<file path="config.mk">
export PLATFORM = sky130hd
export DESIGN_NAME = rgb_to_hsv_convert
export DESIGN_NICKNAME = d
export VERILOG_FILES = /design/src/design/rgb2hsv_pkg.sv /design/src/design/rgb_to_hsv_convert.sv /design/src/design/rgb2hsv_cell.sv
export SDC_FILE = /design/constraint.sdc
export NUM_CORES = 1
export LEC_CHECK = 0
export BUFFER_PORTS_ARGS = -buffer_cell sky130_fd_sc_hd__buf_4
export CAP_MARGIN = 20
export CORE_MARGIN = 5
export CORE_UTILIZATION = 45
export DETAILED_ROUTE_END_ITERATION = 16
export RECOVER_POWER = 100
export SLEW_MARGIN = 20
export SYNTH_ARGS = -nofsm -noshare
export SYNTH_HDL_FRONTEND = slang
export SYNTH_HIERARCHICAL = 1
export SYNTH_SLANG_ARGS = --single-unit
export TNS_END_PERCENT = 20
</file>
<file path="constraint.sdc">
create_clock -name i_clk -period 32.8 [get_ports i_clk]
set_input_delay 6.56 -clock i_clk [delete_from_list [all_inputs] [get_ports i_clk]]
set_output_delay 6.56 -clock i_clk [all_outputs]
set_load 0.01 [all_outputs]
</file>
<file path="src/design/rgb2hsv_pkg.sv">
// Shared types and constants for the RGB to HSV converter.
package rgb2hsv_pkg;

    localparam int unsigned QuotBits = 8;   // quotient width of both dividers
    localparam int unsigned HueBits  = 9;

    // Hue sector selected by the largest channel
    typedef enum logic [1:0] {
        SEC_RED   = 2'd0,
        SEC_GREEN = 2'd1,
        SEC_BLUE  = 2'd2
    } t_sector;

    // Data carried from cell to cell
    typedef struct packed {
        logic [15:0]   sat_rem;   // partial remainder, saturation divide
        logic [7:0]    sat_quo;
        logic [7:0]    maxv;
        logic [13:0]   hue_rem;   // partial remainder, hue divide
        logic [7:0]    hue_quo;
        logic [7:0]    delta;
        logic          neg;
        t_sector       sector;
    } t_cell_data;

endpackage

</file>
<file path="src/design/rgb_to_hsv_convert.sv">
// Top level of the pipelined RGB to HSV converter.
// Takes one pixel per clock and returns one HSV result per pixel: one
// front cell finds max, min and the sector, eight division cells each
// produce one quotient bit of saturation and hue, and an output
// register adds the sector base. The whole row advances when the output
// register is empty or being read, so throughput is one pixel per cycle.
module rgb_to_hsv_convert (
    input  logic        i_clk,
    input  logic        i_rst_n,
    input  logic        s_axis_tvalid,
    output logic        s_axis_tready,
    input  logic [23:0] s_axis_tdata,   // red[7:0], green[15:8], blue[23:16]
    output logic        m_axis_tvalid,
    input  logic        m_axis_tready,
    output logic [31:0] m_axis_tdata    // hue[8:0], saturation[16:9],
                                        // brightness[24:17], hue_undefined[25]
);
    import rgb2hsv_pkg::*;

    localparam int unsigned NCells = QuotBits;

    logic [7:0]   w_r, w_g, w_b, w_max, w_min, w_p, w_q;
    t_sector      w_sec;
    logic         w_en;
    t_cell_data   n_front;
    logic         w_valid [NCells+1];
    t_cell_data   w_data  [NCells+1];
    logic         r_front_valid;
    t_cell_data   r_front;
    logic         r_out_valid;
    logic [31:0]  r_out;
    logic [31:0]  n_out;
    logic [9:0]   w_base;
    logic [9:0]   w_h;
    t_cell_data   w_last;

    assign w_r = s_axis_tdata[7:0];
    assign w_g = s_axis_tdata[15:8];
    assign w_b = s_axis_tdata[23:16];

    // Advance the row whenever the output slot frees up
    assign w_en          = !r_out_valid || m_axis_tready;
    assign s_axis_tready = w_en;

    // Pick max channel (red, then green) and the hue difference operands
    always_comb begin
        w_max = w_r;
        w_min = w_r;
        if (w_g > w_max) w_max = w_g;
        if (w_b > w_max) w_max = w_b;
        if (w_g < w_min) w_min = w_g;
        if (w_b < w_min) w_min = w_b;
        priority if (w_r == w_max) begin
            w_sec = SEC_RED;   w_p = w_g; w_q = w_b;
        end else if (w_g == w_max) begin
            w_sec = SEC_GREEN; w_p = w_b; w_q = w_r;
        end else begin
            w_sec = SEC_BLUE;  w_p = w_r; w_q = w_g;
        end
        n_front.maxv    = w_max;
        n_front.delta   = w_max - w_min;
        n_front.sat_rem = 16'((w_max - w_min) * 16'd255);
        n_front.sat_quo = '0;
        n_front.neg     = w_p < w_q;
        n_front.hue_rem = (w_p >= w_q) ? 14'((w_p - w_q) * 14'd60)
                                       : 14'((w_q - w_p) * 14'd60);
        n_front.hue_quo = '0;
        n_front.sector  = w_sec;
    end

    always_ff @(posedge i_clk) begin
        if (!i_rst_n) begin
            r_front_valid <= 1'b0;
        end else if (w_en) begin
            r_front_valid <= s_axis_tvalid;
        end
    end

    always_ff @(posedge i_clk) begin
        if (w_en) begin
            r_front <= n_front;
        end
    end

    assign w_valid[0] = r_front_valid;
    assign w_data[0]  = r_front;

    // Row of division cells, one quotient bit each
    for (genvar gi = 0; gi < NCells; gi++) begin : g_cell
        rgb2hsv_cell #(.STEP(gi)) u_cell (
            .i_clk   (i_clk),
            .i_rst_n (i_rst_n),
            .i_valid (w_valid[gi]),
            .i_data  (w_data[gi]),
            .i_en    (w_en),
            .o_valid (w_valid[gi+1]),
            .o_data  (w_data[gi+1])
        );
    end

    // Add sector base, wrap negatives, pack the result
    assign w_last = w_data[NCells];
    always_comb begin
        unique case (w_last.sector)
            SEC_RED:   w_base = 10'd0;
            SEC_GREEN: w_base = 10'd120;
            SEC_BLUE:  w_base = 10'd240;
            default:   w_base = 10'd0;
        endcase
        if (w_last.neg) begin
            w_h = w_base - {2'd0, w_last.hue_quo};
            // A negative offset that truncates to zero stays at zero
            if (w_last.sector == SEC_RED && w_last.hue_quo != 8'd0) begin
                w_h = w_h + 10'd360;
            end
        end else begin
            w_h = w_base + {2'd0, w_last.hue_quo};
        end
        n_out = '0;
        if (w_last.delta == 8'd0) begin
            n_out[8:0] = '0;
            n_out[25]  = 1'b1;
        end else begin
            n_out[8:0] = w_h[HueBits-1:0];
        end
        n_out[16:9]  = (w_last.maxv == 8'd0) ? 8'd0 : w_last.sat_quo;
        n_out[24:17] = w_last.maxv;
    end

    always_ff @(posedge i_clk) begin
        if (!i_rst_n) begin
            r_out_valid <= 1'b0;
        end else if (w_en) begin
            r_out_valid <= w_valid[NCells];
        end
    end

    always_ff @(posedge i_clk) begin
        if (w_en) begin
            r_out <= n_out;
        end
    end

    assign m_axis_tvalid = r_out_valid;
    assign m_axis_tdata  = r_out;

    // Hue stays in range
    a_hue_range: assert property (@(posedge i_clk) disable iff (!i_rst_n)
        m_axis_tvalid |-> m_axis_tdata[8:0] < 9'd360)
        else $error("hue out of range");

    // Undefined hue reads as zero with zero saturation
    a_undef: assert property (@(posedge i_clk) disable iff (!i_rst_n)
        (m_axis_tvalid && m_axis_tdata[25]) |->
        (m_axis_tdata[8:0] == 9'd0 && m_axis_tdata[16:9] == 8'd0))
        else $error("undefined hue not clean");

    // Stalled output holds
    a_hold: assert property (@(posedge i_clk) disable iff (!i_rst_n)
        (m_axis_tvalid && !m_axis_tready) |=> $stable(m_axis_tdata))
        else $error("output changed under stall");

endmodule

</file>
<file path="src/design/rgb2hsv_cell.sv">
// One restoring-division cell: one quotient bit of each divider.
module rgb2hsv_cell #(
    parameter int unsigned STEP = 0
) (
    input  logic                    i_clk,
    input  logic                    i_rst_n,
    input  logic                    i_valid,
    input  rgb2hsv_pkg::t_cell_data i_data,
    input  logic                    i_en,
    output logic                    o_valid,
    output rgb2hsv_pkg::t_cell_data o_data
);
    import rgb2hsv_pkg::*;

    localparam int unsigned Shift = QuotBits - 1 - STEP;

    logic [23:0]  w_sat_div;
    logic [21:0]  w_hue_div;
    logic         w_sat_ge;
    logic         w_hue_ge;
    t_cell_data   n_data;
    t_cell_data   r_data;
    logic         r_valid;

    // Compare remainder against shifted divisor, subtract when it fits
    assign w_sat_div = {16'd0, i_data.maxv} << Shift;
    assign w_hue_div = {14'd0, i_data.delta} << Shift;
    assign w_sat_ge  = {8'd0, i_data.sat_rem} >= w_sat_div;
    assign w_hue_ge  = {8'd0, i_data.hue_rem} >= w_hue_div;

    always_comb begin
        n_data = i_data;
        if (w_sat_ge) begin
            n_data.sat_rem = i_data.sat_rem - w_sat_div[15:0];
        end
        if (w_hue_ge) begin
            n_data.hue_rem = i_data.hue_rem - w_hue_div[13:0];
        end
        n_data.sat_quo[Shift] = w_sat_ge;
        n_data.hue_quo[Shift] = w_hue_ge;
    end

    // Advance when the stage is allowed to move
    always_ff @(posedge i_clk) begin
        if (!i_rst_n) begin
            r_valid <= 1'b0;
        end else if (i_en) begin
            r_valid <= i_valid;
        end
    end

    always_ff @(posedge i_clk) begin
        if (i_en) begin
            r_data <= n_data;
        end
    end

    assign o_valid = r_valid;
    assign o_data  = r_data;

endmodule
</file>
==> impl_metrics.csv, run 1 <==
group,metric,value,unit
outcome,status,"finished with violations",
outcome,violations,"max-capacitance violations, max-slew violations",
final_layout,final_common_cell,"edfxtp_1",
cts,tritoncts,"done",
global_routing,grt-ovfl-total,0,
timing,tightest_slew,9790,ps
cts,cts_buffer_depth,3,
final_layout,syn_to_final_growth,8.87,%
setup_path,crit_path_frequent_cell,"ha_1",
place,dp.cells,3548,
cts,root_buffer,"clkbuf_16",
place,place_area,0.0327,mm2
floorplan,coreArea,0.0688,mm2
place,port-buffer-count,55,
setup_path,r2r_cells,2,
floorplan,dieArea,0.0751,mm2
timing,maxSlewViolCount,535,
floorplan,die_h,274,um
yosys,ys.warnings.count,6,
setup_path,end_kind,"register",
cts,cts_max_level,2,
setup_path,path_class,"primary input to register",
setup_path,critPathSlowestCell,"or3_1",
global_routing,grt_pass1_wl,102000,um
drt,vias_per_cell,5.37,
flow_run,maxCapViolCount,5,
floorplan,die_w,274,um
place,gp_congestion,0.889,
setup_path,endpoint,"r_front[32]",
timing,fin_setup_tns,0,ps
timing,final_hold_viol_count,0,
drt,postRouteAntennaNets,0,
final_layout,seq_area,0.0154,mm2
floorplan,rows,96,
drt,post_drt_wl_per_cell,17.1,um
setup_path,arrival,17620,ps
final_layout,fin_nets,3019,
timing,setup_violations,0,
drt,vias,19600,
setup_path,critPathLaunchType,"primary input",
cts,cts_setup_buffers,0,
final_layout,final_area,0.0341,mm2
final_layout,instances_no_fill,3646,
setup_path,cpPeakStageDelay,790,ps
timing,finalClockSkew,21.9,ps
setup_path,crit-reg2reg-capture,"g_cell[6].u_cell/o_data[48]",
setup_path,cp_max_fo,32,
final_layout,fill_cells,6093,
yosys,netlist_instances,2601,
yosys,avgSynthCellArea,12.1,um2
setup_path,cp_num_buf_inv,4,
min_path,hold_path.class,"register to register",
timing,rsz0062_at_grt,"false",
place,dp_hpwl,47200,um
timing,relSlewSlack,-553,%
drt,routed_wl,62200,um
global_routing,grt_pass1_vias,20400,
cts,numCtsBuffers,52,
cts,cts_resized,0,
drt,drc,0,
global_routing,grt_max_degree,199,
global_routing,grt_usage,16.5,%
yosys,syn_area,0.0314,mm2
final_layout,final_cell_mix,"edfxtp_1 (506), inv_1 (335), ha_1 (245), a21oi_1 (128), nor2_1 (123)",
timing,fmax,0.0578,GHz
final_layout,drive_above_1_share,7.00,%
drt,drt_iter0_markers,913,
min_path,min_from,"g_cell[4].u_cell/o_data[44]",
setup_path,r2r-start,"m_axis_tvalid",
timing,finalCritPeriodShare,52.8,%
final_layout,diodes,0,
setup_path,critPathLaunch,"s_axis_tdata[6]",
cts,cts.hold.buffers_added,0,
floorplan,start_util,45.6,%
cts,clock_sinks,516,
setup_path,worst-endpoint-required,33120,ps
global_routing,antenna_found_initial,0,
setup_path,cpLargestDelayFamily,"compound AO/OA/AOI/OAI gates",
timing,fin_crit,17300,ps
cts,clock_latency,590,ps
setup_path,r2r_setup_slack,22850,ps
floorplan,num_io_pins,62,
setup_path,path_depth,38,
drt,drt_pre_antenna_iters,5,
cts,path_clk_slew,60,ps
final_layout,multiInputGateArea,0.0141,mm2
-- state kept, by name, indices dropped and copies added (netlist names) --
name                   flops
g_cell.u_cell/o_data     434
r_front                   46
m_axis_tdata              26
g_cell.u_cell/o_valid      8
m_axis_tvalid              1
r_front_valid              1
-- worst register-to-register path: stages, from the launching register on --
cell and delay [ps]:
dfxtp_1 310, nand2b_1 1810, clkbuf_1 7010
-- layout make-up --
type / instances / area share (%)
repair buffers: 62 / 1.00
clock inverters: 31 / 1.32
inverters: 337 / 3.71
clock buffers: 67 / 4.13
multi-input cells: 1702 / 41.3
well taps: 931 / 3.41
flip-flops and latches: 516 / 45.1
-- layer usage --
| metal | track usage (%) | wire, um | up-vias |
|---|---|---|---|
| li1 | - | - | 9643 |
| met1 | 18.4 | 24600 | 9386 |
| met2 | 31.7 | 33000 | 382 |
| met3 | 2.17 | 2030 | 159 |
| met4 | 6.49 | 2630 | 0 |
| met5 | 0 | 0 | - |
-- per-stage QoR --
step	util (%)	setup slack, ps	hold slack (ps)
floorplan	-	7240	400
global placement	47.6	15940	401
CTS	50.3	16360	418
finish	49.6	15500	416
detailed placement	47.6	15720	405
global route	49.6	14770	424
-- worst min path at each step --
stage                                        to  slack (ps)  depth (start not counted)
finish              g_cell[5].u_cell/o_data[44]         420                          0
global route        g_cell[4].u_cell/o_data[48]         420                          0
CTS                 g_cell[5].u_cell/o_data[14]         420                          0
detailed placement  g_cell[2].u_cell/o_data[18]         400                          0
global placement    g_cell[4].u_cell/o_data[47]         400                          0
floorplan            g_cell[0].u_cell/o_data[0]         400                          0
Power of run 1 is left out: the tool's default activity adds up to more than one toggle a clock period on the data nets, which glitch-free logic cannot reach.
==> inputs of run 2 (changes only) <==
ABC_AREA = 1   (was not set)
clock period = 17.3 ns   (was 32.8 ns; I/O delays follow)
==> run 2 against run 1 <==
Sequential share of layout area down 2.8 points. Count of clock-buffer cells in the layout rose by 6. The flow still finishes with violations (max-capacitance violations, max-slew violations). Largest cell class unchanged. Critical endpoint is now r_front[31]. Critical path type unchanged. Hold slack worse by 8.7 ps. Cell area increased by 6.7%. Die area rose by 7.2%. Register-to-register slack lost 17000 ps. Non-clock buffer count decreased by 1. Worst setup slack worse by 12000 ps. Cell count increased by 33%.
==> impl_metrics.csv, run 2 <==
group,metric,value,unit
cts,cts_max_level,2,
floorplan,dieArea,0.0805,mm2
drt,post_drt_wl_per_cell,13.5,um
cts,root_buffer,"clkbuf_16",
yosys,ys.warnings.count,6,
global_routing,antenna_found_initial,0,
outcome,status,"finished with violations",
setup_path,end_kind,"register",
yosys,netlist_instances,3762,
setup_path,worst-endpoint-required,17640,ps
cts,numCtsBuffers,57,
timing,maxSlewViolCount,533,
floorplan,die_w,284,um
min_path,hold_path.class,"register to register",
setup_path,arrival,14560,ps
yosys,syn_area,0.0337,mm2
floorplan,rows,100,
timing,finalClockSkew,18.3,ps
timing,fin_crit,14220,ps
drt,vias_per_cell,4.78,
final_layout,final_common_cell,"nand2_1",
place,dp_hpwl,50800,um
drt,vias,23300,
cts,cts_resized,0,
global_routing,grt-ovfl-total,0,
timing,final_hold_viol_count,0,
setup_path,path_class,"primary input to register",
final_layout,drive_above_1_share,7.54,%
timing,rsz0062_at_grt,"false",
yosys,avgSynthCellArea,8.96,um2
global_routing,grt_usage,16.2,%
cts,cts_setup_buffers,0,
setup_path,critPathLaunchType,"primary input",
cts,clock_sinks,516,
drt,drt_pre_antenna_iters,6,
setup_path,crit_path_frequent_cell,"nand2_1",
floorplan,num_io_pins,62,
setup_path,cpPeakStageDelay,930,ps
final_layout,fin_nets,4198,
timing,fin_setup_tns,0,ps
setup_path,cp_max_fo,34,
drt,postRouteAntennaNets,0,
timing,finalCritPeriodShare,82.2,%
flow_run,maxCapViolCount,5,
outcome,violations,"max-capacitance violations, max-slew violations",
drt,routed_wl,65800,um
final_layout,largest_reg_flops,434,
floorplan,coreArea,0.0743,mm2
global_routing,grt_max_degree,169,
timing,setup_violations,0,
global_routing,grt_pass1_wl,110000,um
global_routing,grt_pass1_vias,22900,
cts,cts_buffer_depth,3,
final_layout,syn_to_final_growth,8.09,%
floorplan,start_util,45.3,%
timing,tightest_slew,8260,ps
final_layout,diodes,0,
timing,relSlewSlack,-451,%
drt,drt_iter0_markers,1116,
timing,fmax,0.0703,GHz
cts,path_clk_slew,60,ps
final_layout,final_cell_mix,"nand2_1 (1023), inv_1 (685), edfxtp_1 (506), nand3_1 (281), ha_1 (245)",
cts,tritoncts,"done",
cts,cts.hold.buffers_added,0,
cts,clock_latency,610,ps
place,gp_congestion,0.928,
setup_path,critPathSlowestCell,"nand2_1",
place,port-buffer-count,55,
floorplan,die_h,284,um
drt,drc,0,
-- run 2: cell type report --
class                      instances  area [um2]
inverter                         718        2700
sequential                       516       15400
fill                            7185       37900
multi-input combinational       2496       15000
clock inverter                    33         234
tap                              969        1210
timing repair buffer              61         343
clock buffer                      73        1510
-- run 2: layer usage --
metal / wire, um / vias up / track usage, %
met3: 1840 / 113 / 2.16
met5: 0 / - / 0
met1: 28500 / 10500 / 19.7
met2: 33400 / 277 / 29.8
met4: 2000 / 0 / 5.18
li1: - / 12300 / -
-- run 2: critical path: cells and delay by family --
kind                     cells  cell delay [ps]
buffers and inverters        7              830
AO/OA/AOI/OAI                5             1170
XOR/XNOR                     2              720
adder cells (fa/ha/maj)      7             2500
AND/OR/NAND/NOR             29             5840
-- run 2: through the flow --
step	worst slack, ps	hold slack, ps	util (%)	instances	instance area (um2)
5_1_grt	2010	406	49.0	4866	36400
2_1_floorplan	354	400	-	3771	33700
6_report	3080	407	49.0	4866	36400
3_5_place_dp	4180	405	47.2	4760	35100
4_1_cts	4840	404	49.6	4866	36800
3_3_place_gp	4340	401	47.2	4760	35100
-- run 2: path summary, 6_finish.rpt --
path              slack, ps                         from  depth (start not counted)                          end
setup / recovery       3080              s_axis_tdata[1]                         50                  r_front[31]
hold / removal          410  g_cell[3].u_cell/o_data[46]                          0  g_cell[4].u_cell/o_data[46]
setup reg to reg       5960                m_axis_tvalid                          5  g_cell[5].u_cell/o_data[29]
hold reg to reg         410  g_cell[3].u_cell/o_data[46]                          0  g_cell[4].u_cell/o_data[46]
Power of run 2 is left out for the same reason.
==> inputs of run 3 (changes only) <==
clock period = 14.9 ns   (was 17.3 ns; I/O delays follow)
==> run 3 against run 2 <==
The flow still finishes with violations (max-capacitance violations, max-slew violations). Count of clock-buffer cells in the layout fell by 2. Sequential share of layout area is 0.18 points lower. Die area unchanged. Hold slack got worse by 7.7 ps. Non-clock buffer count grew 1. Register-to-register slack worse by 1500 ps.
==> impl_metrics.csv, run 3 (same netlist as run 2, synthesis figures left out) <==
group,metric,value,unit
floorplan,die_w,284,um
floorplan,coreArea,0.0743,mm2
setup_path,endpoint,"r_front[63]",
final_layout,final_common_cell,"nand2_1",
setup_path,end_kind,"register",
min_path,hold_path.class,"register to register",
setup_path,critPathLaunch,"s_axis_tdata[1]",
global_routing,grt_pass1_vias,22800,
setup_path,arrival,13260,ps
setup_path,worst-endpoint-required,15250,ps
global_routing,antenna_found_initial,0,
final_layout,diodes,0,
timing,rsz0062_at_grt,"false",
floorplan,start_util,45.3,%
final_layout,largest_reg_flops,434,
timing,fmax,0.0775,GHz
timing,relSlewSlack,-383,%
timing,maxSlewViolCount,277,
final_layout,final_area,0.0366,mm2
setup_path,r2r_setup_slack,4460,ps
drt,vias_per_cell,4.79,
setup_path,cp_max_fo,20,
drt,routed_wl,66300,um
drt,drc,0,
final_layout,drive_above_1_share,7.54,%
cts,cts_resized,0,
setup_path,critPathSlowestCell,"nand2_1",
cts,root_buffer,"clkbuf_16",
place,gp_congestion,0.885,
global_routing,grt-ovfl-total,0,
flow_run,maxCapViolCount,3,
outcome,status,"finished with violations",
timing,setup_violations,0,
cts,cts_setup_buffers,0,
timing,final_hold_viol_count,0,
drt,drt_pre_antenna_iters,7,
timing,fin_crit,12910,ps
outcome,violations,"max-capacitance violations, max-slew violations",
final_layout,syn_to_final_growth,8.55,%
setup_path,cpPeakStageDelay,730,ps
floorplan,dieArea,0.0805,mm2
cts,cts_buffer_depth,3,
place,port-buffer-count,55,
floorplan,die_h,284,um
setup_path,critPathLaunchType,"primary input",
global_routing,grt_usage,16.2,%
final_layout,post-route-util,49.2,%
timing,tightest_slew,7240,ps
drt,post_drt_wl_per_cell,13.6,um
cts,numCtsBuffers,57,
setup_path,r2r-start,"m_axis_tvalid",
setup_path,r2r_cells,7,
drt,drt_iter0_markers,1122,
cts,cts_max_level,2,
final_layout,fin_nets,4199,
cts,clock_sinks,516,
timing,finalCritPeriodShare,86.6,%
final_layout,final_cell_mix,"nand2_1 (1029), inv_1 (687), edfxtp_1 (506), nand3_1 (282), ha_1 (245)",
setup_path,crit-reg2reg-capture,"g_cell[1].u_cell/o_data[20]",
timing,finalClockSkew,21.0,ps
global_routing,grt_pass1_wl,110000,um
place,dp_hpwl,50800,um
setup_path,path_class,"primary input to register",
setup_path,crit_path_frequent_cell,"nand2_1",
drt,vias,23300,
cts,cts.hold.buffers_added,0,
global_routing,grt_max_degree,184,
cts,tritoncts,"done",
cts,path_clk_slew,60,ps
floorplan,rows,100,
floorplan,num_io_pins,62,
place,place_area,0.0351,mm2
drt,postRouteAntennaNets,0,
cts,clock_latency,610,ps
timing,fin_setup_tns,0,ps
## run 3: worst min path at each step
stage,start,endpoint,slack (ps),cells after the start
floorplan,r_front[0],g_cell[0].u_cell/o_data[0],400,0
global placement,g_cell[5].u_cell/o_data[0],g_cell[6].u_cell/o_data[0],400,0
detailed placement,g_cell[0].u_cell/o_data[1],g_cell[1].u_cell/o_data[1],400,0
CTS,g_cell[4].u_cell/o_data[16],g_cell[5].u_cell/o_data[16],390,0
global route,g_cell[4].u_cell/o_data[2],g_cell[5].u_cell/o_data[2],400,0
finish,g_cell[4].u_cell/o_data[16],g_cell[5].u_cell/o_data[16],400,0
## run 3: layout make-up
cell class	instances	area, um2
Fill cell	7123	37700
Clock inverter	36	379
Multi-Input combinational cell	2496	15000
Tap cell	969	1210
Clock buffer	71	1500
Inverter	718	2700
Sequential cell	516	15400
Timing Repair Buffer	62	364
## run 3: routing by layer
layer / up-vias / wire, um / track usage, %
li1: 12300 / - / -
met1: 10600 / 29000 / 19.7
met2: 285 / 33500 / 29.7
met3: 121 / 1940 / 2.24
met4: 0 / 1870 / 5.04
met5: - / 0 / 0
## run 3: critical path: cells and delay by family
kind | cells | cell delay (ps)
simple gates | 20 | 3510
buf+inv | 7 | 520
fa+ha+maj | 8 | 3330
compound gates | 12 | 2160
xor+xnor | 2 | 700
## run 3: per-stage QoR
stage                     hold WS, ps  cells  setup WS [ps]
after floorplan                   400   3771           3030
after global placement            400   4761           2370
after detailed placement          405   4761           2160
after CTS                         394   4868           2820
after global routing              403   4868            971
final                             399   4868           1990
Power of run 3 is left out for the same reason.
